===== src/rtl/rlc_pkg.sv =====
package rlc_pkg;

    localparam int NUM_CH = 4;
    localparam int CH_W   = 2;
    localparam int COL_W  = 8;
    localparam int GAIN_W = 10;
    localparam int LEN_W  = 16;
    localparam int Q_W    = 17;
    localparam int MUL_W  = 25;
    localparam int PROD_W = 50;
    localparam int ADDR_W = 5;
    localparam int DATA_W = 32;

    localparam logic [1:0] CMD_TICK   = 2'd0;
    localparam logic [1:0] CMD_COLOUR = 2'd1;
    localparam logic [1:0] CMD_LEVEL  = 2'd2;
    localparam logic [1:0] CMD_ENABLE = 2'd3;

    localparam logic [2:0] REG_RED_GAIN   = 3'd0;
    localparam logic [2:0] REG_GREEN_GAIN = 3'd1;
    localparam logic [2:0] REG_BLUE_GAIN  = 3'd2;
    localparam logic [2:0] REG_WHITE_GAIN = 3'd3;
    localparam logic [2:0] REG_FADE_LEN   = 3'd4;

    localparam logic [GAIN_W-1:0] GAIN_RESET  = 10'd256;
    localparam logic [LEN_W-1:0]  LEN_RESET   = 16'd500;
    localparam logic [LEN_W-1:0]  ELAPSED_MAX = 16'hFFFF;
    localparam logic [Q_W-1:0]    ONE_Q16     = 17'h10000;
    localparam logic [MUL_W-1:0]  RECIP_255   = 25'd32897;

    typedef struct packed {
        logic [1:0]       cmd;
        logic [COL_W-1:0] red_in;
        logic [COL_W-1:0] green_in;
        logic [COL_W-1:0] blue_in;
        logic [COL_W-1:0] white_in;
        logic [COL_W-1:0] level_in;
        logic             enable_in;
    } t_in_item;

    typedef struct packed {
        logic [COL_W-1:0] red_duty;
        logic [COL_W-1:0] green_duty;
        logic [COL_W-1:0] blue_duty;
        logic [COL_W-1:0] white_duty;
        logic             fading;
    } t_out_item;

    typedef struct packed {
        logic [NUM_CH-1:0][GAIN_W-1:0] gain;
        logic [LEN_W-1:0]              fade_len;
    } t_cfg;

    typedef struct packed {
        logic             start;
        logic [LEN_W-1:0] dividend;
        logic [LEN_W-1:0] divisor;
    } t_div_ctl;

    typedef struct packed {
        logic             done;
        logic [LEN_W-1:0] quot;
    } t_div_stat;

    typedef enum logic [3:0] {
        S_IDLE,
        S_GAIN_MUL,
        S_GAIN_WR,
        S_TICK,
        S_DIV,
        S_LVL_MUL,
        S_LVL_ADD,
        S_CH_MUL,
        S_CH_ADD,
        S_CL_MUL,
        S_SCALE,
        S_CH_WR,
        S_OUT
    } t_state;

endpackage


===== src/rtl/rlc_mul.sv =====
module rlc_mul (
    input  logic                             i_clk,
    input  logic signed [rlc_pkg::MUL_W-1:0]  i_a,
    input  logic signed [rlc_pkg::MUL_W-1:0]  i_b,
    output logic signed [rlc_pkg::PROD_W-1:0] o_prod
);
    import rlc_pkg::*;

    logic signed [PROD_W-1:0] r_prod;

    assign o_prod = r_prod;

    always_ff @(posedge i_clk) begin
        r_prod <= i_a * i_b;
    end

endmodule


===== config.mk =====
export PLATFORM = sky130hd
export DESIGN_NAME = rlc_mul
export DESIGN_NICKNAME = d
export VERILOG_FILES = /design/src/rtl/rlc_pkg.sv /design/src/rtl/rlc_mul.sv
export SDC_FILE = /design/constraint.sdc
export NUM_CORES = 2
export LEC_CHECK = 0
export ABC_AREA = 1
export BUFFER_PORTS_ARGS = -buffer_cell sky130_fd_sc_hd__buf_4
export CAP_MARGIN = 20
export CORE_MARGIN = 2
export CORE_UTILIZATION = 45
export DETAILED_ROUTE_END_ITERATION = 10
export HOLD_SLACK_MARGIN = 0.15
export PLACE_DENSITY = 0.68
export SKIP_LAST_GASP = 1
export SYNTH_ARGS = -nofsm -noshare
export SYNTH_HDL_FRONTEND = slang
export SYNTH_SLANG_ARGS = --single-unit
export TNS_END_PERCENT = 10

===== constraint.sdc =====
create_clock -name i_clk -period 12.9 [get_ports i_clk]
set_clock_uncertainty 0.05 [all_clocks]
set_input_delay 1.935 -clock i_clk [delete_from_list [all_inputs] [get_ports i_clk]]
set_output_delay 1.935 -clock i_clk [all_outputs]
set_load 0.02 [all_outputs]

==> results.toml <==
[placement]
dp_hpwl_mm = 56.1
place_ws_ns = 4.04
gp_routability_congestion = 0.972
io_buffer_count = 100

[worst_setup_path]
cp_max_fo = 25
setup.worst_path.start_class = "input pin"
critPathLaunch = "i_a[24]"
required_ns = 13.04
critPathCaptureType = "register"
worstSetupPathType = "input pin to register"
worstPathArrival_ns = 8.68

[floorplan]
rows = 88
die_h_um = 246
start_util_pct = 45.7
coreArea_sq_um = 57800
die_area_sq_um = 60600
ios = 101
die_w_um = 246

[grt]
grtUsageTotal_pct = 23.3
antenna_found_initial = 3
grt_max_degree = 26
grt_pass1_vias = 21612
grt_remaining_overflow = 0
grt_pass1_wl_mm = 112

[synthesis]
synth_cell_types = 28
yosysWarnings = 0
syn-cell-area_sq_um = 26400
synth_cells = 3490
yosys_register_bits = 50
synth-seq-area-share_pct = 3.79
syn-mean-instance-area_sq_um = 7.56
syn_nets = 4340

[drt]
viasPerCell = 4.76
routed_wl_mm = 65.4
wl_per_cell_um = 15.5
drc = 0
first_iter_violations = 1333
dr.pass1.iters = 5
final_antenna_net_count = 0
vias = 20060

[finish]
largest_reg_flops = 50
layout.nets = 4300
final_cell_mix = "inv_1 (1,190), nand2_1 (995), fa_1 (658), ha_1 (141), buf_4 (102)"
syn_to_final_growth_pct = 5.00
drive_gt1_share_pct = 4.93
mostFrequentLayoutCell = "inv_1"

[clocking]
cts-htree-levels = 2
cts_hold_buffers = 0
numCtsBuffers = 5
cts_sinks = 50
post-cts-setup-buffer-count = 0
clk_pin_slew_ns = 0.08
cts_root_buf = "clkbuf_16"
post_cts_resized = 0
cts_max_path_buffers = 2
cts_tree = "done"

[sta]
tightest_slew_ns = 1.03
max_freq_mhz = 117
min_period_ns = 8.53
fin_crit_sh_pct = 66.1
worst_slack_ns = 4.37
finalMaxSlewViolations = 0
setup-tns-final_ns = 0
rsz0062_at_grt = "no"
setup_viol = 0
finalHoldViolations = 0
slew_headroom_pct = 31.2

[hold_path]
min_path_type = "input pin to register"
min-delay-start = "i_b[0]"

[run_status]
status = "complete, no violations"

[run]
cap_violations = 0
==> cells in the mapped netlist (all sizes together) <==
master / n / area (sq um)
nand3: 45 / 245
nand2: 1002 / 3780
nor2: 105 / 457
buf: 1 / 3.75
o211ai: 1 / 12.5
and2: 1 / 6.26
clkbuf: 148 / 556
ha: 141 / 1760
nand3b: 3 / 22.5
a21o: 2 / 15.0
o21bai: 6 / 45.0
or2: 7 / 43.8
a21oi: 44 / 220
nand4: 16 / 100
fa: 658 / 13200
dfxtp: 50 / 1000
xnor2: 11 / 96.3
nor3: 15 / 115
xor2: 20 / 175
o21ai: 10 / 50.0
inv: 1204 / 4520
==> area by class of cell <==
type                            count  area [sq um]
Clock inverter                      3          28.8
Clock buffer                        5           125
Timing Repair Buffer              102           766
Tap cell                          765           957
Fill cell                        5800         30100
Sequential cell                    50          1000
Inverter                         1204          4520
Antenna cell                        1          2.50
Multi-Input combinational cell   2087         20300
==> layer usage <==
| metal | wire (um) | global-route usage, % |
|---|---|---|
| met1 | 26800 | 30.0 |
| met2 | 33700 | 42.5 |
| met3 | 3310 | 1.71 |
| met4 | 1550 | 5.15 |
| met5 | 28 | 0 |
==> worst paths after layout <==
| check | to | slack [ns] | depth (start not counted) |
|---|---|---|---|
| setup / recovery | o_prod[41] | 4.37 | 24 |
| hold / removal | o_prod[0] | 1.98 | 3 |
==> metrics by stage <==
step	util (%)	std cells	instance area, sq um	hold slack [ns]
2_1_floorplan	-	3490	26400	2.17
3_3_place_gp	47.7	4208	27600	2.30
3_5_place_dp	47.7	4208	27600	2.30
4_1_cts	47.9	4216	27700	1.98
5_1_grt	47.9	4216	27700	2.00
6_report	48.0	4217	27700	1.98
==> critical path: stages <==
cell and delay (ns):
buf_4 0.20, nand2_1 0.14, inv_1 0.09, fa_1 0.67
inv_1 0.13, fa_1 0.81, inv_1 0.20, fa_1 0.90
inv_1 0.18, fa_1 0.42, inv_1 0.08, fa_1 0.42
fa_1 0.56, inv_1 0.05, fa_1 0.47, inv_1 0.04
ha_1 0.38, nand2_1 0.13, nor2_1 0.22, nand2_1 0.14
nor3_2 0.16, nand3_1 0.13, nand4_1 0.12, nand2_1 0.06
==> kinds of logic after synthesis <==
logic type,count (synthesis),share of synthesized area [%]
buffers and inverters,1353,19.2
and+or+nand+nor,1194,18.1
adders and majority gates,799,56.6
AOI/OAI and AO/OA,63,1.30
DFF,50,3.79
xor gates and xnor gates,31,1.03
Power is not shown: default switching activity piles up to over one toggle a cycle in this logic, so the estimate is an artifact.
