===== src/rtl/rlc_pkg.sv =====
package rlc_pkg;

    localparam int NUM_CH = 4;
    localparam int CH_W   = 2;
    localparam int COL_W  = 8;
    localparam int GAIN_W = 10;
    localparam int LEN_W  = 16;
    localparam int Q_W    = 17;
    localparam int MUL_W  = 25;
    localparam int PROD_W = 50;
    localparam int ADDR_W = 5;
    localparam int DATA_W = 32;

    localparam logic [1:0] CMD_TICK   = 2'd0;
    localparam logic [1:0] CMD_COLOUR = 2'd1;
    localparam logic [1:0] CMD_LEVEL  = 2'd2;
    localparam logic [1:0] CMD_ENABLE = 2'd3;

    localparam logic [2:0] REG_RED_GAIN   = 3'd0;
    localparam logic [2:0] REG_GREEN_GAIN = 3'd1;
    localparam logic [2:0] REG_BLUE_GAIN  = 3'd2;
    localparam logic [2:0] REG_WHITE_GAIN = 3'd3;
    localparam logic [2:0] REG_FADE_LEN   = 3'd4;

    localparam logic [GAIN_W-1:0] GAIN_RESET  = 10'd256;
    localparam logic [LEN_W-1:0]  LEN_RESET   = 16'd500;
    localparam logic [LEN_W-1:0]  ELAPSED_MAX = 16'hFFFF;
    localparam logic [Q_W-1:0]    ONE_Q16     = 17'h10000;
    localparam logic [MUL_W-1:0]  RECIP_255   = 25'd32897;

    typedef struct packed {
        logic [1:0]       cmd;
        logic [COL_W-1:0] red_in;
        logic [COL_W-1:0] green_in;
        logic [COL_W-1:0] blue_in;
        logic [COL_W-1:0] white_in;
        logic [COL_W-1:0] level_in;
        logic             enable_in;
    } t_in_item;

    typedef struct packed {
        logic [COL_W-1:0] red_duty;
        logic [COL_W-1:0] green_duty;
        logic [COL_W-1:0] blue_duty;
        logic [COL_W-1:0] white_duty;
        logic             fading;
    } t_out_item;

    typedef struct packed {
        logic [NUM_CH-1:0][GAIN_W-1:0] gain;
        logic [LEN_W-1:0]              fade_len;
    } t_cfg;

    typedef struct packed {
        logic             start;
        logic [LEN_W-1:0] dividend;
        logic [LEN_W-1:0] divisor;
    } t_div_ctl;

    typedef struct packed {
        logic             done;
        logic [LEN_W-1:0] quot;
    } t_div_stat;

    typedef enum logic [3:0] {
        S_IDLE,
        S_GAIN_MUL,
        S_GAIN_WR,
        S_TICK,
        S_DIV,
        S_LVL_MUL,
        S_LVL_ADD,
        S_CH_MUL,
        S_CH_ADD,
        S_CL_MUL,
        S_SCALE,
        S_CH_WR,
        S_OUT
    } t_state;

endpackage


===== src/rtl/rlc_apb_regs.sv =====
module rlc_apb_regs (
    input  logic                      i_clk,
    input  logic                      i_rst_n,
    input  logic                      psel,
    input  logic                      penable,
    input  logic                      pwrite,
    input  logic [rlc_pkg::ADDR_W-1:0] paddr,
    input  logic [rlc_pkg::DATA_W-1:0] pwdata,
    output logic [rlc_pkg::DATA_W-1:0] prdata,
    output logic                      pready,
    output rlc_pkg::t_cfg             o_cfg
);
    import rlc_pkg::*;

    t_cfg       r_cfg;
    logic [2:0] w_idx;
    logic       w_wr;

    assign w_idx  = paddr[4:2];
    assign w_wr   = psel && penable && pwrite;
    assign pready = 1'b1;
    assign o_cfg  = r_cfg;

    always_ff @(posedge i_clk) begin
        if (!i_rst_n) begin
            r_cfg.gain     <= {NUM_CH{GAIN_RESET}};
            r_cfg.fade_len <= LEN_RESET;
        end else if (w_wr) begin
            unique case (w_idx)
                REG_RED_GAIN:   r_cfg.gain[0]  <= pwdata[GAIN_W-1:0];
                REG_GREEN_GAIN: r_cfg.gain[1]  <= pwdata[GAIN_W-1:0];
                REG_BLUE_GAIN:  r_cfg.gain[2]  <= pwdata[GAIN_W-1:0];
                REG_WHITE_GAIN: r_cfg.gain[3]  <= pwdata[GAIN_W-1:0];
                REG_FADE_LEN:   r_cfg.fade_len <= pwdata[LEN_W-1:0];
                default: ;
            endcase
        end
    end

    always_comb begin
        unique case (w_idx)
            REG_RED_GAIN:   prdata = {{(DATA_W-GAIN_W){1'b0}}, r_cfg.gain[0]};
            REG_GREEN_GAIN: prdata = {{(DATA_W-GAIN_W){1'b0}}, r_cfg.gain[1]};
            REG_BLUE_GAIN:  prdata = {{(DATA_W-GAIN_W){1'b0}}, r_cfg.gain[2]};
            REG_WHITE_GAIN: prdata = {{(DATA_W-GAIN_W){1'b0}}, r_cfg.gain[3]};
            REG_FADE_LEN:   prdata = {{(DATA_W-LEN_W){1'b0}}, r_cfg.fade_len};
            default:        prdata = '0;
        endcase
    end

endmodule


===== config.mk =====
export PLATFORM = sky130hd
export DESIGN_NAME = rlc_apb_regs
export DESIGN_NICKNAME = d
export VERILOG_FILES = /design/src/rtl/rlc_pkg.sv /design/src/rtl/rlc_apb_regs.sv
export SDC_FILE = /design/constraint.sdc
export NUM_CORES = 1
export LEC_CHECK = 0
export BUFFER_PORTS_ARGS = -buffer_cell sky130_fd_sc_hd__buf_2
export CORE_MARGIN = 2
export CORE_UTILIZATION = 47
export DETAILED_ROUTE_END_ITERATION = 12
export PLACE_DENSITY = 0.8
export SYNTH_ARGS = -nofsm -noshare
export SYNTH_HDL_FRONTEND = slang
export SYNTH_SLANG_ARGS = --single-unit

===== constraint.sdc =====
create_clock -name i_clk -period 1.29 [get_ports i_clk]
set_input_delay 0.129 -clock i_clk [delete_from_list [all_inputs] [get_ports i_clk]]
set_output_delay 0.129 -clock i_clk [all_outputs]
set_load 0.01 [all_outputs]

==> results.toml <==
[detailed_routing]
drc_errors = 0
wirelength_um = 7340
wl_per_cell_um = 15.13
vias = 2485
ant_nets = 0
avgViaCountPerCell = 5.124
drtIter0Drc = 215
dr.pass1.iters = 4

[timing]
report.final.slew_viol_count = 0
finalCritPeriodShare_pct = 112.1
finalCriticalPeriod_ps = 1446
hold_viol_final = 0
setup_viol = 9
fmax_mhz = 691.6
fin_skew_ps = 0
holdWs_ps = 59.39
fin_ws_ps = -156.0
rsz0062_at_grt = "yes"

[floorplan]
core_area_um2 = 5851
die-area_um2 = 6608
initial_core_util_pct = 47.99
die_w_um = 81.29
io_pins = 131
die_y_um = 81.29
rows = 28

[yosys]
synth_top_area_cell = "dfxtp_1"
synth_top_cell_area_share_pct = 39.93
avgSynthCellArea_um2 = 9.615
synth_area_leaders = "dfxtp_1 40%, mux2i_1 20%, nand2_1 8.2%"
ys_warn_count = 0
seq_area_frac_synth_pct = 39.93
synthesis.area_um2 = 2808
synth_seq_cells = 56
synthCells = 292
synth_cell_type_count = 30

[clock_tree]
cts_buffer_depth = 2
htreeDepth = 2
cts_made_buffers = 5
clkSinkCount = 56
worstSkewPairLatency_ps = 310
cts_hold_buf = 0
cts_tree = "done"
path_clk_slew_ps = 100
cts-root-buf = "clkbuf_8"

[status]
violations = "negative setup slack"
status = "complete, but fails checks"

[pwr]
vdd_drop_max_uv = 549.6
p_per_area_nw_per_um2 = 881.8
p_leak_nw = 1.707
finalPower_mw = 3.269

[worst_setup_path]
cp_slowest_cell = "dfxtp_2"
cp_max_fo = 2
cpPeakStageDelay_ps = 330
crit_required_ps = 1160
cp-end-kind = "primary output"
path_class = "register to primary output"
start_kind = "register"
worstPathArrival_ps = 1320
crit_chain = "mux2_4 -> a22oi_2 -> o22ai_1 -> buf_2"
ff2ff_setup_slack_ps = 550

[placement]
post-dp-hpwl_um = 5188
post_dp_cell_area_um2 = 3388
place_congestion = 0.8321
portBuffers = 95

[global_routing]
antenna_found_initial = 0
grt_pass1_vias = 2328
grt_first_pass_wirelength_um = 11400
grt_max_degree = 39
grt_usage_pct = 22.60
grt-ovfl-total = 0

[hold_path]
hold_path_class = "input pin to register"

[finish]
area_growth_pct = 32.04
final_layout_size_suffix_gt1_share_pct = 45.61
num-nets-final = 451
final_util_pct = 63.37
final_area_um2 = 3707
largest_reg_flops = 56
diodes = 0

[flow_run]
maxCapViolations = 0
## worst max-delay path, delay by kind of cell, from the launching register on
kind	cells	cell delay [ps]
AOI/OAI and AO/OA	2	250
buffers and inverters	1	150
DFF	1	330
muxes	1	270
## power breakdown
| group | switching [mW] | internal (mW) |
|---|---|---|
| Clock | 0.556 | 0.577 |
| Sequential | 0.00933 | 1.74 |
| Combinational | 0.223 | 0.163 |
## cell families (layout without fill, tap and decap cells)
family                 after synthesis  count (layout)  share of synthesized area [%]
AND/OR/NAND/NOR                     95              95                          17.47
multiplexers                        66              66                          23.93
flip-flops                          56              56                          39.93
buffers and inverters               42             145                          10.56
AO/OA/AOI/OAI                       31              31                          7.843
other                                2              17                         0.2675
## area by class of cell
class                      count  area (µm²)
clock buffer                   6       72.57
clock inverter                 2       35.03
fill                         494        2143
inverter                       1       3.754
multi-input combinational    209        1509
sequential                    56        1147
tap                           75       93.84
timing repair buffer         136       845.8
## worst paths after layout
kind / endpoint / cells after the start / start
max: prdata[5] / 4 / o_cfg[41]$_SDFFE_PN0P_
min: o_cfg[12]$_SDFFE_PN0P_ / 3 / pwdata[12]
max reg2reg: o_cfg[44]$_SDFFE_PN1P_ / 3 / o_cfg[44]$_SDFFE_PN1P_
min reg2reg: o_cfg[16]$_SDFFE_PN0P_ / 2 / o_cfg[16]$_SDFFE_PN0P_
## what timing repair did
| action | CTS | global route |
|---|---|---|
| pin swaps | 11 | 8 |
| endpoints found under the hold margin | 0 | 0 |
| buffers inserted | 16 | 1 |
| setup endpoints to repair | 10 | 10 |
| resized for setup | 27 | 8 |
## cell usage after synthesis
cell type,number
buf_8,2
nor2_8,1
and3_4,1
dfxtp_1,56
nand2_1,61
nand4b_2,1
and3_1,8
nand3_1,1
conb_1,2
o2bb2ai_1,1
clkbuf_1,8
nor3_1,1
o21a_1,1
nor3b_2,1
buf_4,20
and4b_1,1
nand3b_1,1
nor2b_1,17
o21ai_0,1
o22ai_1,9
mux2_1,2
buf_12,1
buf_2,8
o211ai_1,1
mux2_2,7
buf_6,2
a22oi_1,18
nor3b_4,1
inv_1,1
mux2i_1,57
## layer usage
metal  GRT usage [%]  vias to the layer above  part of all wire [%]
li1                -                     1204                     -
met2           37.46                      106                    48
met4           8.814                        0                   2.1
met5               0                        -                     0
met3           5.444                       15                   7.1
met1           28.22                     1160                    42
## cells in the final DEF (no fill, tap or decap), types with 4 or more instances in the layout
cell type / synthesis / layout
clkbuf_8: 0 / 5
conb_1: 2 / 17
and3_1: 8 / 8
mux2_2: 7 / 4
buf_12: 1 / 5
dfxtp_1: 56 / 35
nor2b_1: 17 / 16
nand2_1: 61 / 61
mux2_4: 0 / 5
buf_2: 8 / 95
dfxtp_2: 0 / 21
mux2i_1: 57 / 57
a22oi_1: 18 / 12
a22oi_2: 0 / 6
buf_4: 20 / 36
o22ai_1: 9 / 8
## per-stage QoR
stage               setup WS [ps]  cells  setup TNS, ps
global placement           -60.84    460         -322.7
global route               -213.9    485          -1763
detailed placement         -95.23    460         -947.7
CTS                        -128.0    484          -1120
finish                     -156.0    485          -1123
floorplan                   175.9    307              0
Note: power is estimated with default switching activity, not from simulation.
