## config.mk

```make
export PLATFORM = sky130hd
export DESIGN_NAME = rlc_div
export DESIGN_NICKNAME = d
export VERILOG_FILES = /design/src/rtl/rlc_pkg.sv /design/src/rtl/rlc_div.sv
export SDC_FILE = /design/constraint.sdc
export NUM_CORES = 1
export LEC_CHECK = 0
export BUFFER_PORTS_ARGS = -buffer_cell sky130_fd_sc_hd__buf_2
export CELL_PAD_IN_SITES_DETAIL_PLACEMENT = 0
export CELL_PAD_IN_SITES_GLOBAL_PLACEMENT = 2
export CORE_MARGIN = 3
export CORE_UTILIZATION = 31
export DETAILED_ROUTE_END_ITERATION = 7
export PLACE_DENSITY_LB_ADDON = 0.25
export SETUP_SLACK_MARGIN = 0.2
export SYNTH_ARGS = -nofsm -noshare
export SYNTH_HDL_FRONTEND = slang
export SYNTH_SLANG_ARGS = --single-unit
```

## constraint.sdc

```tcl
create_clock -name i_clk -period 3.3 [get_ports i_clk]
set_input_delay 0.66 -clock i_clk [delete_from_list [all_inputs] [get_ports i_clk]]
set_output_delay 0.66 -clock i_clk [all_outputs]
set_load 0.01 [all_outputs]
```

## src/rtl/rlc_pkg.sv

```systemverilog
package rlc_pkg;

    localparam int NUM_CH = 4;
    localparam int CH_W   = 2;
    localparam int COL_W  = 8;
    localparam int GAIN_W = 10;
    localparam int LEN_W  = 16;
    localparam int Q_W    = 17;
    localparam int MUL_W  = 25;
    localparam int PROD_W = 50;
    localparam int ADDR_W = 5;
    localparam int DATA_W = 32;

    localparam logic [1:0] CMD_TICK   = 2'd0;
    localparam logic [1:0] CMD_COLOUR = 2'd1;
    localparam logic [1:0] CMD_LEVEL  = 2'd2;
    localparam logic [1:0] CMD_ENABLE = 2'd3;

    localparam logic [2:0] REG_RED_GAIN   = 3'd0;
    localparam logic [2:0] REG_GREEN_GAIN = 3'd1;
    localparam logic [2:0] REG_BLUE_GAIN  = 3'd2;
    localparam logic [2:0] REG_WHITE_GAIN = 3'd3;
    localparam logic [2:0] REG_FADE_LEN   = 3'd4;

    localparam logic [GAIN_W-1:0] GAIN_RESET  = 10'd256;
    localparam logic [LEN_W-1:0]  LEN_RESET   = 16'd500;
    localparam logic [LEN_W-1:0]  ELAPSED_MAX = 16'hFFFF;
    localparam logic [Q_W-1:0]    ONE_Q16     = 17'h10000;
    localparam logic [MUL_W-1:0]  RECIP_255   = 25'd32897;

    typedef struct packed {
        logic [1:0]       cmd;
        logic [COL_W-1:0] red_in;
        logic [COL_W-1:0] green_in;
        logic [COL_W-1:0] blue_in;
        logic [COL_W-1:0] white_in;
        logic [COL_W-1:0] level_in;
        logic             enable_in;
    } t_in_item;

    typedef struct packed {
        logic [COL_W-1:0] red_duty;
        logic [COL_W-1:0] green_duty;
        logic [COL_W-1:0] blue_duty;
        logic [COL_W-1:0] white_duty;
        logic             fading;
    } t_out_item;

    typedef struct packed {
        logic [NUM_CH-1:0][GAIN_W-1:0] gain;
        logic [LEN_W-1:0]              fade_len;
    } t_cfg;

    typedef struct packed {
        logic             start;
        logic [LEN_W-1:0] dividend;
        logic [LEN_W-1:0] divisor;
    } t_div_ctl;

    typedef struct packed {
        logic             done;
        logic [LEN_W-1:0] quot;
    } t_div_stat;

    typedef enum logic [3:0] {
        S_IDLE,
        S_GAIN_MUL,
        S_GAIN_WR,
        S_TICK,
        S_DIV,
        S_LVL_MUL,
        S_LVL_ADD,
        S_CH_MUL,
        S_CH_ADD,
        S_CL_MUL,
        S_SCALE,
        S_CH_WR,
        S_OUT
    } t_state;

endpackage

```

## src/rtl/rlc_div.sv

```systemverilog
module rlc_div (
    input  logic               i_clk,
    input  logic               i_rst_n,
    input  rlc_pkg::t_div_ctl  i_ctl,
    output rlc_pkg::t_div_stat o_stat
);
    import rlc_pkg::*;

    logic             r_busy;
    logic             r_done;
    logic [3:0]       r_cnt;
    logic [LEN_W-1:0] r_rem;
    logic [LEN_W-1:0] r_len;
    logic [LEN_W-1:0] r_quot;
    logic [LEN_W:0]   w_shift;
    logic [LEN_W:0]   w_sub;
    logic             w_ge;

    assign w_shift = {r_rem, 1'b0};
    assign w_ge    = w_shift >= {1'b0, r_len};
    assign w_sub   = w_shift - {1'b0, r_len};

    assign o_stat.done = r_done;
    assign o_stat.quot = r_quot;

    always_ff @(posedge i_clk) begin
        if (!i_rst_n) begin
            r_busy <= 1'b0;
            r_done <= 1'b0;
            r_cnt  <= '0;
        end else begin
            r_done <= 1'b0;
            if (i_ctl.start) begin
                r_busy <= 1'b1;
                r_cnt  <= '0;
            end else if (r_busy) begin
                r_cnt <= r_cnt + 4'd1;
                if (r_cnt == 4'd15) begin
                    r_busy <= 1'b0;
                    r_done <= 1'b1;
                end
            end
        end
    end

    always_ff @(posedge i_clk) begin
        if (i_ctl.start) begin
            r_rem <= i_ctl.dividend;
            r_len <= i_ctl.divisor;
        end else if (r_busy) begin
            r_rem  <= w_ge ? w_sub[LEN_W-1:0] : w_shift[LEN_W-1:0];
            r_quot <= {r_quot[LEN_W-2:0], w_ge};
        end
    end

endmodule

```

==> impl_metrics.py <==
metrics = {
    "die": {
        "dieArea_um2": 11000,
        "fp.dieH_um": 105,
        "core_um2": 9370,
        "die_w_um": 105,
        "ios": 52,
        "start_util": 0.323,
        "fp-row-count": 35,
    },
    "critical_path": {
        "path_delay_family": "compound AO/OA/AOI/OAI gates",
        "criticalPathCategory": "register to register",
        "worst-path-buf-inv": 0,
        "critPathArrivalTime_ps": 2840,
        "crit_fanout": 14,
        "crit_chain": "ha_1, and2_4, and2b_2, a21oi_2, a211o_1, a211oi_1, a311o_1",
        "cpMaxStageDelayCell": "a211o_1",
        "crit_path_max_incr_delay_ps": 540,
        "required_ps": 3380,
        "setup.worst_path.start_class": "register",
        "worstSetupEndpointType": "register",
    },
    "logic_synthesis": {
        "yosysWarningCount": 0,
        "synth.distinct_cells": 55,
        "synth_seq_cells": 54,
        "synth_edf_count": 48,
        "ys.flop_type": "edfxtp_1",
        "ys_seq_area_frac": 0.516,
        "syn-mean-instance-area_um2": 11.3,
        "synth_nets": 322,
        "synth_area_um2": 3030,
        "ys_async_sr_fraction": 0,
        "syn_inst": 269,
    },
    "place": {
        "place_hpwl_um": 5040,
        "place_area_um2": 3440,
        "gp_congestion": 0.787,
        "portBuffers": 51,
    },
    "cts": {
        "cts-root-buf": "clkbuf_8",
        "clk_pin_slew_ps": 120,
        "insertion_delay_ps": 320,
        "cts-htree-levels": 2,
        "cts_sinks": 54,
        "cts_max_path_buffers": 2,
        "cts_tree": "done",
        "post-cts-setup-buffer-count": 0,
        "cts_resized": 0,
        "cts_buffers": 5,
        "cts_hold_buf": 0,
    },
    "outcome": {
        "status": "finished, final reports clean",
    },
    "final_layout": {
        "fin_nets": 377,
        "regArea_um2": 1560,
        "final_cell_mix": "buf_2, edfxtp_1, inv_1, nor2_1, ha_1",
        "num_antenna_cells": 0,
        "multi_input_area_um2": 1350,
        "nFillCells": 955,
        "areaGrowthSynthToFinish_pct": 17.4,
        "final_layout_size_suffix_gt1_frac": 0.252,
        "design_area_um2": 3550,
        "layout_commonest_cell": "buf_2",
    },
    "global_routing": {
        "grt_pass1_vias": 2286,
        "grt_usage": 0.132,
        "grt-ovfl-total": 0,
        "grt_pass1_wl_um": 11600,
        "antenna_found_initial": 0,
        "grt_max_degree": 39,
    },
    "drt": {
        "wl_met3_um": 298,
        "drc_errors": 0,
        "wl_met1_um": 3450,
        "vias": 2283,
        "drt_first_pass_iters": 6,
        "routed.top_layer": "met4",
        "dr_wl_met2_um": 3260,
        "finalWirelength_um": 7080,
        "vias_per_cell": 5.03,
        "wl_per_cell_um": 15.6,
        "antenna_left": 0,
        "drt_iter0_drc": 89,
    },
    "timing": {
        "period_share": 0.837,
        "min_period_ps": 2760,
        "finalMaxSlewViolations": 0,
        "max_freq_ghz": 0.362,
        "rsz0062_at_grt": "no",
        "setup_viol": 0,
        "tightest_slew_ps": 796,
        "fin_worst_skew_ps": 13.5,
        "finalSetupTns_ps": 0,
        "hold_viol_final": 0,
        "relSlewSlack": 0.469,
    },
    "power_and_ir_drop": {
        "p_leak_uw": 0.00140,
        "p_int_uw": 1430,
        "combPwrFrac": 0.400,
        "swShare": 0.363,
        "power_frac_seq": 0.398,
        "p_clk_frac": 0.202,
        "ir_drop_mv": 0.215,
        "p_switching_uw": 817,
        "power_density_nw_per_um2": 632,
    },
    "hold_path": {
        "hold_path.class": "register to register",
    },
    "flow_run": {
        "max_cap_violations": 0,
    },
}
## power by group through the flow
stage | combinational (uW) | clock [uW] | sequential [uW]
after floorplan | 681 | 0 | 899
after global placement | 904 | 0 | 908
after detailed placement | 893 | 0 | 910
after CTS | 898 | 468 | 895
after global routing | 999 | 495 | 904
final | 899 | 455 | 894
## cell usage after synthesis, types with 3 or more instances
library cell,instances,share of area
edfxtp_1,48,0.48
inv_1,20,0.025
nor2_1,20,0.025
ha_1,17,0.070
a21oi_1,14,0.023
o21ai_0,14,0.023
nand2_1,13,0.016
nand3_1,11,0.018
xnor2_1,10,0.029
a31oi_1,9,0.019
dfxtp_1,6,0.040
nor3_1,6,0.0099
a21o_1,5,0.012
and2_1,5,0.010
clkbuf_1,5,0.0062
o31ai_1,5,0.012
nand4_1,4,0.0083
nor2b_1,4,0.0083
a41oi_1,3,0.0087
o21a_1,3,0.0074
xor2_1,3,0.0087
## state kept, by name (all words and copies together), names as in the netlist
signal and count:
r_len 16, r_quot 16, r_rem 16, r_cnt 4, r_busy 1, r_done 1
## per-layer routing
metal,track usage,up-vias
met5,0,-
met3,0.0235,8
li1,-,1122
met2,0.212,59
met4,0.0347,0
met1,0.182,1094
## per-stage QoR
stage | util | power, uW | std cells | setup slack [ps] | hold slack [ps]
floorplan | - | 1580 | 269 | 924 | 457
global placement | 0.367 | 1810 | 446 | 569 | 426
detailed placement | 0.367 | 1800 | 446 | 558 | 432
CTS | 0.379 | 2260 | 454 | 515 | 462
global route | 0.379 | 2400 | 454 | 397 | 477
finish | 0.379 | 2250 | 454 | 538 | 459
## layout make-up
type,count,share of cell area
Clock inverter,2,0.00493
Tap cell,129,0.0454
Multi-Input combinational cell,186,0.379
Sequential cell,54,0.439
Clock buffer,6,0.0264
Inverter,21,0.0222
Timing Repair Buffer,56,0.0824
## path summary, 6_finish.rpt
| check | start | endpoint | slack [ps] | depth (start not counted) |
|---|---|---|---|---|
| worst max-delay path | r_rem[5] | r_rem[12] | 540 | 7 |
| worst min register to register | r_quot[3] | r_quot[4] | 460 | 0 |
| worst max register to register | r_rem[5] | r_rem[12] | 540 | 7 |
| worst min-delay path | r_quot[3] | r_quot[4] | 460 | 0 |
## cells by family (layout without fill, tap and decap cells)
logic type,count (synthesis),count (layout),share of synthesized area
compound gates,77,77,0.188
simple gates,76,76,0.136
flops,54,54,0.516
buf+inv,29,85,0.0388
fa+ha+maj,18,18,0.0769
xor+xnor,13,13,0.0376
mux,2,2,0.00661
Note: power is estimated with default switching activity, not from simulation.
